File: config.mk
export PLATFORM = sky130hd
export DESIGN_NAME = lru_key_value_cache_flat
export DESIGN_NICKNAME = d
export VERILOG_FILES = /design/src/hw/rtl/lkv_pkg.sv /design/src/hw/rtl/lkv_req_if.sv /design/src/hw/rtl/lkv_rsp_if.sv /design/src/hw/rtl/lkv_cfg.sv /design/src/hw/rtl/lkv_store.sv /design/src/hw/rtl/lru_key_value_cache.sv /design/src/flat_wrapper.sv
export SDC_FILE = /design/constraint.sdc
export NUM_CORES = 1
export LEC_CHECK = 0
export ABC_AREA = 1
export BUFFER_PORTS_ARGS = -buffer_cell sky130_fd_sc_hd__buf_2
export CAP_MARGIN = 20
export CORE_MARGIN = 2
export CORE_UTILIZATION = 41
export DETAILED_ROUTE_END_ITERATION = 8
export SLEW_MARGIN = 0
export SYNTH_ARGS = -nofsm -noshare
export SYNTH_HDL_FRONTEND = slang
export SYNTH_SLANG_ARGS = --single-unit
File: constraint.sdc
create_clock -name i_clk -period 14.7 [get_ports i_clk]
set_input_delay 3.675 -clock i_clk [delete_from_list [all_inputs] [get_ports i_clk]]
set_output_delay 3.675 -clock i_clk [all_outputs]
set_load 0.05 [all_outputs]
File: src/hw/rtl/lkv_pkg.sv
// Shared types and constants for the LRU key-value cache.
`default_nettype none

package lkv_pkg;

    localparam int KeyW  = 32;
    localparam int ValW  = 32;
    localparam int CapW  = 3;
    localparam int DataW = 32;
    localparam int PAddrW = 3;

    localparam int DEFAULT_ENTRIES = 4;

    localparam logic ACT_GET = 1'b0;
    localparam logic ACT_PUT = 1'b1;

    // word index of the capacity register (byte address 0)
    localparam logic CFG_CAP_WORD = 1'b0;

    localparam logic [CapW-1:0] CAP_RESET = 3'd4;
    localparam logic [ValW-1:0] MISS_DATA = '1;
    localparam logic [ValW-1:0] PUT_DATA  = '0;

    typedef struct packed {
        logic                   action;
        logic signed [KeyW-1:0] key;
        logic signed [ValW-1:0] value;
    } t_item;

    typedef struct packed {
        logic                   hit;
        logic signed [ValW-1:0] data;
    } t_result;

endpackage

`default_nettype wire

File: src/hw/rtl/lkv_req_if.sv
// Request channel: get/put word with key and value.
`default_nettype none

interface lkv_req_if import lkv_pkg::*; ();
    logic                   valid;
    logic                   ready;
    logic                   action;
    logic signed [KeyW-1:0] key;
    logic signed [ValW-1:0] value;

    modport source (output valid, output action, output key, output value, input ready);
    modport sink   (input valid, input action, input key, input value, output ready);
endinterface

`default_nettype wire

File: src/hw/rtl/lkv_rsp_if.sv
// Response channel: hit flag and data word.
`default_nettype none

interface lkv_rsp_if import lkv_pkg::*; ();
    logic                   valid;
    logic                   ready;
    logic                   hit;
    logic signed [ValW-1:0] data;

    modport source (output valid, output hit, output data, input ready);
    modport sink   (input valid, input hit, input data, output ready);
endinterface

`default_nettype wire

File: src/hw/rtl/lkv_cfg.sv
// APB-style configuration register block (capacity in use).
`default_nettype none

module lkv_cfg import lkv_pkg::*; (
    input  wire logic              i_clk,
    input  wire logic              i_rst_n,
    input  wire logic              psel,
    input  wire logic              penable,
    input  wire logic              pwrite,
    input  wire logic [PAddrW-1:0] paddr,
    input  wire logic [DataW-1:0]  pwdata,
    output logic      [DataW-1:0]  prdata,
    output logic                   pready,
    output logic      [CapW-1:0]   o_cap
);

    logic [CapW-1:0] r_cap;
    logic            cap_sel;
    logic            cap_wr;

    assign pready  = 1'b1;
    assign cap_sel = (paddr[PAddrW-1] == CFG_CAP_WORD);
    assign cap_wr  = psel && penable && pwrite && pready && cap_sel;

    always_ff @(posedge i_clk) begin
        if (!i_rst_n) begin
            r_cap <= CAP_RESET;
        end else if (cap_wr) begin
            r_cap <= pwdata[CapW-1:0];
        end
    end

    assign prdata = cap_sel ? DataW'(r_cap) : '0;
    assign o_cap  = r_cap;

endmodule

`default_nettype wire

File: src/hw/rtl/lkv_store.sv
// Entry store: parallel key match, per-entry recency ranks, LRU update.
`default_nettype none

module lkv_store import lkv_pkg::*; #(
    parameter int ENTRIES = DEFAULT_ENTRIES
) (
    input  wire logic            i_clk,
    input  wire logic            i_rst_n,
    input  wire logic            i_fire,
    input  wire t_item           i_item,
    input  wire logic [CapW-1:0] i_cap,
    output t_result              o_result
);

    localparam int RankW = (ENTRIES > 1) ? $clog2(ENTRIES) : 1;
    localparam int CntW  = $clog2(ENTRIES + 1);
    localparam int CmpW  = (CntW > CapW) ? CntW : CapW;

    logic [KeyW-1:0]  r_key  [ENTRIES];
    logic [ValW-1:0]  r_val  [ENTRIES];
    logic [RankW-1:0] r_rank [ENTRIES];
    logic [ENTRIES-1:0] r_valid;
    logic [CntW-1:0]    r_count;

    logic [ENTRIES-1:0] hit_vec;
    logic [ENTRIES-1:0] victim_vec;
    logic [ENTRIES-1:0] free_oh;
    logic [ENTRIES-1:0] ins_vec;
    logic [ValW-1:0]    hit_val;
    logic [RankW-1:0]   hit_rank;
    logic [RankW-1:0]   lru_rank;
    logic [CapW-1:0]    cap_eff;
    logic               hit;
    logic               full;
    logic               is_put;

    assign is_put   = (i_item.action == ACT_PUT);
    // ranks among valid entries run 0..count-1, so the oldest holds count-1
    assign lru_rank = RankW'(r_count - CntW'(1));
    assign cap_eff  = (i_cap == '0) ? CapW'(1) : i_cap;
    assign full     = (CmpW'(r_count) >= CmpW'(cap_eff)) || (r_count == CntW'(ENTRIES));
    assign free_oh  = ~r_valid & (r_valid + ENTRIES'(1));

    always_comb begin
        hit_val  = '0;
        hit_rank = '0;
        for (int i = 0; i < ENTRIES; i++) begin
            hit_vec[i]    = r_valid[i] && (r_key[i] == i_item.key);
            victim_vec[i] = r_valid[i] && (r_rank[i] == lru_rank);
            if (hit_vec[i]) begin
                hit_val  = hit_val | r_val[i];
                hit_rank = hit_rank | r_rank[i];
            end
        end
    end

    assign hit     = |hit_vec;
    assign ins_vec = full ? victim_vec : free_oh;

    always_comb begin
        o_result.hit = hit;
        if (is_put) begin
            o_result.data = PUT_DATA;
        end else if (hit) begin
            o_result.data = hit_val;
        end else begin
            o_result.data = MISS_DATA;
        end
    end

    // control state: valid bits, ranks, occupancy
    always_ff @(posedge i_clk) begin
        if (!i_rst_n) begin
            r_valid <= '0;
            r_count <= '0;
            for (int i = 0; i < ENTRIES; i++) begin
                r_rank[i] <= '0;
            end
        end else if (i_fire) begin
            if (hit) begin
                for (int i = 0; i < ENTRIES; i++) begin
                    if (hit_vec[i]) begin
                        r_rank[i] <= '0;
                    end else if (r_valid[i] && (r_rank[i] < hit_rank)) begin
                        r_rank[i] <= r_rank[i] + RankW'(1);
                    end
                end
            end else if (is_put) begin
                for (int i = 0; i < ENTRIES; i++) begin
                    if (ins_vec[i]) begin
                        r_rank[i]  <= '0;
                        r_valid[i] <= 1'b1;
                    end else if (r_valid[i]) begin
                        r_rank[i] <= r_rank[i] + RankW'(1);
                    end
                end
                if (!full) begin
                    r_count <= r_count + CntW'(1);
                end
            end
        end
    end

    // key and value payload
    always_ff @(posedge i_clk) begin
        if (i_fire && is_put) begin
            for (int i = 0; i < ENTRIES; i++) begin
                if (hit_vec[i]) begin
                    r_val[i] <= i_item.value;
                end else if (!hit && ins_vec[i]) begin
                    r_key[i] <= i_item.key;
                    r_val[i] <= i_item.value;
                end
            end
        end
    end

endmodule

`default_nettype wire

File: src/hw/rtl/lru_key_value_cache.sv
// Top level of the LRU key-value cache: request/response staging and config.
`default_nettype none

// Fully associative key-value cache of ENTRIES pairs with least-recently-used
// replacement. One get or put word is taken every clock cycle while the
// response side is not stalled; each word passes through the request register
// and then the response register. All keys are compared in parallel and each
// entry holds a recency rank, so the whole lookup and LRU update is done
// combinationally between those two registers. A get hit returns the stored
// value, a get miss returns -1, a put returns 0; hit reports whether the key
// was present. The capacity register (byte address 0, reset 4) limits how
// many entries are filled before eviction; 0 is treated as 1 and values above
// ENTRIES as ENTRIES. Write it only while no request is in flight.
module lru_key_value_cache import lkv_pkg::*; #(
    parameter int ENTRIES = DEFAULT_ENTRIES
) (
    input  wire logic              i_clk,
    input  wire logic              i_rst_n,
    lkv_req_if.sink                i_req,
    lkv_rsp_if.source              o_rsp,
    input  wire logic              psel,
    input  wire logic              penable,
    input  wire logic              pwrite,
    input  wire logic [PAddrW-1:0] paddr,
    input  wire logic [DataW-1:0]  pwdata,
    output logic      [DataW-1:0]  prdata,
    output logic                   pready
);

    logic [CapW-1:0] cap;
    logic            r_s1_valid;
    t_item           r_s1_item;
    logic            r_out_valid;
    t_result         r_out_result;
    logic            n_out_valid;
    t_result         result;
    logic            advance;
    logic            s1_fire;
    logic            in_fire;

    lkv_cfg u_cfg (
        .i_clk   (i_clk),
        .i_rst_n (i_rst_n),
        .psel    (psel),
        .penable (penable),
        .pwrite  (pwrite),
        .paddr   (paddr),
        .pwdata  (pwdata),
        .prdata  (prdata),
        .pready  (pready),
        .o_cap   (cap)
    );

    lkv_store #(
        .ENTRIES (ENTRIES)
    ) u_store (
        .i_clk    (i_clk),
        .i_rst_n  (i_rst_n),
        .i_fire   (s1_fire),
        .i_item   (r_s1_item),
        .i_cap    (cap),
        .o_result (result)
    );

    // the response register moves whenever it is empty or being drained
    assign advance     = !r_out_valid || o_rsp.ready;
    assign s1_fire     = r_s1_valid && advance;
    assign i_req.ready = !r_s1_valid || advance;
    assign in_fire     = i_req.valid && i_req.ready;
    assign n_out_valid = advance ? r_s1_valid : r_out_valid;

    always_ff @(posedge i_clk) begin
        if (!i_rst_n) begin
            r_s1_valid  <= 1'b0;
            r_out_valid <= 1'b0;
        end else begin
            r_out_valid <= n_out_valid;
            if (i_req.ready) begin
                r_s1_valid <= i_req.valid;
            end
        end
    end

    always_ff @(posedge i_clk) begin
        if (in_fire) begin
            r_s1_item.action <= i_req.action;
            r_s1_item.key    <= i_req.key;
            r_s1_item.value  <= i_req.value;
        end
        if (s1_fire) begin
            r_out_result <= result;
        end
    end

    assign o_rsp.valid = r_out_valid;
    assign o_rsp.hit   = r_out_result.hit;
    assign o_rsp.data  = r_out_result.data;

endmodule

`default_nettype wire

File: src/flat_wrapper.sv
// flat-port wrapper written by rule: the top's interface ports become plain ports
module lru_key_value_cache_flat import lkv_pkg::*;
#(
    parameter int ENTRIES = DEFAULT_ENTRIES
)
  (i_clk, i_rst_n, psel, penable, pwrite, paddr, pwdata, prdata, pready, i_req_valid, i_req_action, i_req_key, i_req_value, i_req_ready, o_rsp_valid, o_rsp_hit, o_rsp_data, o_rsp_ready);
  lkv_req_if i_req_i ();
  lkv_rsp_if o_rsp_i ();
  input  wire logic i_clk;
  input  wire logic i_rst_n;
  input  wire logic psel;
  input  wire logic penable;
  input  wire logic pwrite;
  input  wire logic [PAddrW-1:0] paddr;
  input  wire logic [DataW-1:0] pwdata;
  output logic      [DataW-1:0] prdata;
  output logic pready;
  input wire logic [$bits(i_req_i.valid)-1:0] i_req_valid;
  input wire logic [$bits(i_req_i.action)-1:0] i_req_action;
  input wire logic [$bits(i_req_i.key)-1:0] i_req_key;
  input wire logic [$bits(i_req_i.value)-1:0] i_req_value;
  output wire logic [$bits(i_req_i.ready)-1:0] i_req_ready;
  output wire logic [$bits(o_rsp_i.valid)-1:0] o_rsp_valid;
  output wire logic [$bits(o_rsp_i.hit)-1:0] o_rsp_hit;
  output wire logic [$bits(o_rsp_i.data)-1:0] o_rsp_data;
  input wire logic [$bits(o_rsp_i.ready)-1:0] o_rsp_ready;
  assign i_req_i.valid = i_req_valid;
  assign i_req_i.action = i_req_action;
  assign i_req_i.key = i_req_key;
  assign i_req_i.value = i_req_value;
  assign i_req_ready = i_req_i.ready;
  assign o_rsp_valid = o_rsp_i.valid;
  assign o_rsp_hit = o_rsp_i.hit;
  assign o_rsp_data = o_rsp_i.data;
  assign o_rsp_i.ready = o_rsp_ready;
  lru_key_value_cache #(.ENTRIES(ENTRIES)) u_core (.i_clk(i_clk), .i_rst_n(i_rst_n), .i_req(i_req_i), .o_rsp(o_rsp_i), .psel(psel), .penable(penable), .pwrite(pwrite), .paddr(paddr), .pwdata(pwdata), .prdata(prdata), .pready(pready));
endmodule
; After elaboration in Yosys (flattened, before gate mapping)
; Memory sizes are Yosys's and may differ from the RTL's.
; Index checks and enable logic that the tools add are counted.
[word_totals]
elab_cells = 256
mem_bits_rw = 264
memories = 3
out_inout_bits = 68
inputBits = 107
regBits = 110
[memory_table]
columns = memory, depth, word_bits, rd, rd_ports_with_merged_regs, wr, line_no
row1 = u_core.u_store.r_key, 4, 32, 4, 0, 4, lkv_store.sv:19  ; logic [KeyW-1:0] r_key [ENTRIES];
row2 = u_core.u_store.r_val, 4, 32, 4, 0, 4, lkv_store.sv:20  ; logic [ValW-1:0] r_val [ENTRIES];
row3 = u_core.u_store.r_rank, 4, 2, 4, 0, 4, lkv_store.sv:21  ; logic [RankW-1:0] r_rank [ENTRIES];
[op_classes]
eq_ne = 9
reduce_logical = 35
n_bitwise = 31
n_addsub = 7
n_mux = 153
n_lt_le_gt_ge = 5
[ops]
columns = cell, n
row1 = $mux 32, 9
row2 = $eq 32x32->1, 4
row3 = $mux 1, 121
row4 = $or 32x32->32, 3
row5 = $mux 2, 20
row6 = $logic_and 1x1->1, 22
row7 = $or 1x1->1, 20
row8 = $reduce_and 4->1, 5
row9 = $add 2x1->2 const B, 4
row10 = $eq 2x2->1, 4
row11 = $lt 2x2->1, 4
row12 = $mux 3, 2
row13 = $or 2x2->2, 3
row14 = $add 4x1->4 const B, 1
row15 = $and 4x4->4, 1
row16 = $mux 4, 1
row17 = $not 4->4, 1
row18 = $reduce_or 4->1, 1
row19 = $add 3x1->3 const B, 1
row20 = $eq 3x3->1 const B, 1
row21 = $ge 3x3->1, 1
row22 = $logic_not 1->1, 3
row23 = $logic_not 3->1, 1
row24 = $logic_or 1x1->1, 3
row25 = 2 further kinds, 4

; Longest topological paths before layout
; An unclocked memory read counts as a cell.
[logic_depth]
word_depth = 21
depth_mapped = 21
depth_no_buf = 19

; Hierarchy
; From an unflattened synthesis, not the netlist that was laid out.
[unflattened]
cells_unflattened = 1436
area_unflattened_um2 = 16335.7
[modules_own_cells]
columns = mod, cells_each, area_per_inst_um2, seq_area_each_um2, instances
row1 = lkv_store, 1264, 12884.9, 8047.7, 1
row2 = lru_key_value_cache, 111, 3037.9, 2982.9, 1
row3 = lkv_cfg, 61, 412.9, 60.1, 1

; Least setup slack after synthesis
; No wires, ideal clock.
[synth_path]
path_kind = in2reg
from = in o_rsp_ready
to = mem u_core.u_store.r_val[1][0] (enable)
path_buffers = 0
t_arrival_ns = 8.063
required_time_ns = 14.234
path_slack_ns = 6.171
setup_ns = 0.466
cell_stages = 10
cell_sequence = inv_1 nand2_1 nand2_1 inv_1 nand2_1 nor2_2 inv_1 nor2_1 inv_1 o21ai_0
[synth_rtl]
columns = element, line_no
row1 = "start, declared", flat_wrapper.sv:26  ; input wire logic [$bits(o_rsp_i.ready)-1:0] o_rsp_ready;
row2 = "end, declared", lkv_store.sv:20

; Worst setup path after layout
[layout_path]
from = in o_rsp_ready
to = out i_req_ready
[layout_via]
elab_chain_len = 2
[layout_lines]
columns = element, line_no
row1 = $logic_or 1x1->1, lru_key_value_cache.sv:66  ; assign advance = !r_out_valid || o_rsp.ready;
row2 = $logic_or 1x1->1, lru_key_value_cache.sv:68  ; assign i_req.ready = !r_s1_valid || advance;
row3 = "end, declared", flat_wrapper.sv:22  ; output wire logic [$bits(i_req_i.ready)-1:0] i_req_ready;
; Every way passes these cells.

==> PnR_summary.wiki <==
{| class="wikitable"
! Metric !! Value
|-
| Stage delay of the slowest cell on the critical path || around 0.28 ns
|-
| Synth unique cells || 42
|-
| Fin Clk Skew || 0.0181 ns
|-
| Number of warnings reported in the yosys synthesis log || 0
|-
| Number of nets with antenna violations after detailed routing || 0
|-
| Clock latency reported for the late side of the worst-skew pair || approximately 0.58 ns
|-
| Post-layout nets || about 1700
|-
| Number of standard cells after synthesis || 1477
|-
| Top-level port count || about 180
|-
| Data required time at the worst endpoint || between 10 and 15 ns
|-
| Iteration-0 DRC count of the detailed router || 897
|-
| Unrepaired setup endpoints after global routing || false
|-
| Clk buf depth || 3
|-
| CP Cell Sequence || buf_2, inv_1, nand3_1, buf_2
|-
| Layout Area Growth over Synthesis || 15.3%
|-
| Critical Path Source Type || primary input
|-
| Port-buffer cells || roughly 110
|-
| Fill cell total of the finished layout || ~3600
|-
| Share of async-settable or async-resettable flops after synthesis || 0%
|-
| Number of gates resized after CTS || 0
|-
| Floorplan core area || around 39000 um2
|-
| Leakage || 7.54 nW
|-
| Portion of the post-synthesis area used by sequential elements || 68.0%
|-
| Clock sinks || approximately 370
|-
| Actual slew at the worst max-slew pin || 1.04 ns
|-
| Detailed Routing Iterations Pass 1 || 5
|-
| Power density of the placed cells || between 100 and 150 nW/um2
|-
| Worst slew margin relative to its limit || 30.4%
|-
| Placer congestion estimate || 0.916
|-
| Hold Fails Final Rpt || 0
|-
| Top_reg_cell synth || sky130_fd_sc_hd__edfxtp_1
|-
| Clock slew at reported path FFs || 0.06 ns
|-
| Global-route wire length before repair || 62700 um
|-
| Worst setup EP type || primary output
|-
| Number of post-CTS setup repair buffers || 0
|-
| Number of flip-flops and latches in the synthesized netlist || approximately 370
|-
| Time the worst path needs with I/O delays and setup || 7.84 ns
|-
| Overall fraction of global-route tracks in use || a little over 20%
|-
| Count of final max-slew check failures || 0
|-
| Arrival time at the worst endpoint || between 4 and 5 ns
|-
| Final setup violation count || 0
|-
| Post-synth EDFFs || 360
|-
| H-tree Lvls || 2
|-
| Site row count || between 70 and 80
|-
| Hold_buf cts || 0
|-
| Number of antenna violations at the first check in global routing || 0
|-
| Hold Path Class || register to register
|-
| Via count of the routed design || ~11000
|-
| Die W || between 200 and 250 um
|-
| Sum of routed wire length over all layers || between 40000 and 50000 um
|-
| Period utilisation layout || about 53%
|-
| Per-cell routed wire length || approximately 19 um
|-
| IR Drop Worst-Case VDD || between 0.1 and 0.15 mV
|-
| Share of layout cells above drive strength 1 || between 10% and 20%
|-
| Slowest-stage cell, CP || sky130_fd_sc_hd__buf_2
|-
| Initial Util || between 40% and 50%
|-
| Ratio of routed vias to standard cells || roughly 5.0
|-
| Setup TNS Final || 0 ns
|-
| Die area || roughly 41000 um2
|-
| Vert. Die Dim || 203 um
|-
| Number of global-route vias before repair || about 10000
|-
| Startpoint-to-endpoint class of the critical path || primary input to primary output
|-
| Global-route congestion overflow total || 0
|-
| Final HPWL DP || about 28000 um
|-
| Max capacitance violation total || 0
|-
| Hold slack || a little under 0.5 ns
|-
| Library cell appearing most often on the critical path || sky130_fd_sc_hd__buf_2
|-
| Highest clock rate || approximately 130 MHz
|-
| Total inserted antenna cells || 0
|-
| TritonCTS clock tree || done
|-
| Maximum fanout along the worst path || 3
|-
| Run status || finished, final reports clean
|-
| Root Buffer Master || sky130_fd_sc_hd__clkbuf_16
|-
| Pin count of the biggest net entering global routing || 66
|-
| Number of clock buffers inserted by TritonCTS || 41
|-
| Mean cell area of the mapped netlist || roughly 11 um2
|-
| Mapped Area || around 16000 um2
|-
| Total DRC errors in the routed layout || 0
|}
-- routing by layer --
layer	global-route usage [%]	wire length [um]	vias to the layer above
met5	0	0	-
met4	6.10	962	0
met3	3.23	2480	58
met2	31.9	19400	360
met1	29.4	19200	5256
li1	-	-	5260
-- critical path: cells and delay by family --
| kind | cells | cell delay, ns |
|---|---|---|
| buf+inv | 3 | 0.39 |
| simple gates | 1 | 0.09 |
-- kinds of logic after synthesis --
| kind of cell | after synthesis | synth area share (%) |
|---|---|---|
| AO/OA/AOI/OAI | 173 | 7.06 |
| XOR/XNOR | 29 | 1.60 |
| adder cells (fa/ha/maj) | 9 | 0.691 |
| buffers and inverters | 223 | 5.92 |
| flip-flops | 374 | 68.0 |
| other | 2 | 0.0461 |
| AND/OR/NAND/NOR | 667 | 16.7 |
-- final timing paths --
| path | cells past startpoint | to | startpoint | slack, ns |
|---|---|---|---|---|
| setup / recovery | 4 | i_req_ready | o_rsp_ready | 6.86 |
| hold / removal | 2 | u_core.u_cfg.o_cap[0] | u_core.u_cfg.o_cap[0] | 0.48 |
| setup reg to reg | 14 | u_core.u_store.r_key[3][21] | u_core.r_s1_item[55] | 10.65 |
| hold reg to reg | 2 | u_core.u_cfg.o_cap[0] | u_core.u_cfg.o_cap[0] | 0.48 |
-- sequential cells by signal, summed over array words and instances, names as in the netlist --
signal	cells
u_core.o_rsp.data	32
u_core.o_rsp.hit	1
u_core.o_rsp.valid	1
u_core.r_s1_item	65
u_core.r_s1_valid	1
u_core.u_cfg.o_cap	3
u_core.u_store.r_count	3
u_core.u_store.r_key	128
u_core.u_store.r_rank	8
u_core.u_store.r_val	128
u_core.u_store.r_valid	4
-- final cells by class --
| type | instances | area (um2) | share of cell area [%] |
|---|---|---|---|
| clock buffers | 49 | 1080 | 5.73 |
| flip-flops and latches | 374 | 11100 | 59.0 |
| well taps | 525 | 657 | 3.50 |
| clock inverters | 26 | 255 | 1.36 |
| multi-input cells | 908 | 4410 | 23.5 |
| repair buffers | 127 | 671 | 3.57 |
| inverters | 168 | 632 | 3.36 |
-- Yosys cell counts, types with 3 or more instances --
| cell type | instances | share of area (%) |
|---|---|---|
| sky130_fd_sc_hd__a21oi_1 | 59 | 1.8 |
| sky130_fd_sc_hd__a22o_1 | 64 | 3.4 |
| sky130_fd_sc_hd__buf_1 | 3 | 0.069 |
| sky130_fd_sc_hd__buf_2 | 6 | 0.18 |
| sky130_fd_sc_hd__buf_4 | 30 | 1.4 |
| sky130_fd_sc_hd__clkbuf_1 | 15 | 0.35 |
| sky130_fd_sc_hd__dfxtp_1 | 14 | 1.7 |
| sky130_fd_sc_hd__edfxtp_1 | 360 | 66 |
| sky130_fd_sc_hd__ha_1 | 9 | 0.69 |
| sky130_fd_sc_hd__inv_1 | 141 | 3.2 |
| sky130_fd_sc_hd__inv_2 | 26 | 0.60 |
| sky130_fd_sc_hd__nand2_1 | 409 | 9.4 |
| sky130_fd_sc_hd__nand3_1 | 29 | 0.89 |
| sky130_fd_sc_hd__nand3b_1 | 8 | 0.37 |
| sky130_fd_sc_hd__nand4_1 | 25 | 0.96 |
| sky130_fd_sc_hd__nor2_1 | 168 | 3.9 |
| sky130_fd_sc_hd__nor2_4 | 4 | 0.28 |
| sky130_fd_sc_hd__nor3_1 | 11 | 0.34 |
| sky130_fd_sc_hd__o2111ai_1 | 3 | 0.16 |
| sky130_fd_sc_hd__o211ai_1 | 3 | 0.14 |
| sky130_fd_sc_hd__o21ai_0 | 29 | 0.89 |
| sky130_fd_sc_hd__o21ai_1 | 5 | 0.15 |
| sky130_fd_sc_hd__or2_2 | 6 | 0.23 |
| sky130_fd_sc_hd__xnor2_1 | 16 | 0.86 |
| sky130_fd_sc_hd__xor2_1 | 12 | 0.64 |
-- through the flow --
step	utilization (%)	cell area [um2]	setup WS [ns]	power [mW]	instances
after detailed placement	44.3	17500	6.86	1.37	2102
after CTS	47.6	18800	6.86	2.39	2177
after global placement	44.3	17500	6.86	1.37	2102
final	47.6	18800	6.86	2.37	2177
after global routing	47.6	18800	6.81	2.44	2177
after floorplan	-	16400	6.17	1.33	1505
-- cells in the final DEF (no fill, tap or decap), types with 9 or more instances in the layout --
cell type,n
sky130_fd_sc_hd__nand3_1,29
sky130_fd_sc_hd__conb_1,30
sky130_fd_sc_hd__a22o_1,64
sky130_fd_sc_hd__xnor2_1,16
sky130_fd_sc_hd__buf_4,14
sky130_fd_sc_hd__dfxtp_1,14
sky130_fd_sc_hd__buf_2,113
sky130_fd_sc_hd__xor2_1,12
sky130_fd_sc_hd__nor2_1,167
sky130_fd_sc_hd__inv_2,27
sky130_fd_sc_hd__clkbuf_16,42
sky130_fd_sc_hd__inv_1,139
sky130_fd_sc_hd__nor3_1,11
sky130_fd_sc_hd__o21ai_0,26
sky130_fd_sc_hd__nand4_1,25
sky130_fd_sc_hd__edfxtp_1,360
sky130_fd_sc_hd__a21oi_1,59
sky130_fd_sc_hd__ha_1,9
sky130_fd_sc_hd__nand2_1,409
-- power by group --
group | internal (mW) | leakage (nW) | switching (mW)
clock network | 0.583 | 0.642 | 0.431
registers | 1.20 | 3.43 | 0.0250
logic | 0.0315 | 3.46 | 0.0994
No activity file was read; power rests on OpenSTA's default activity.
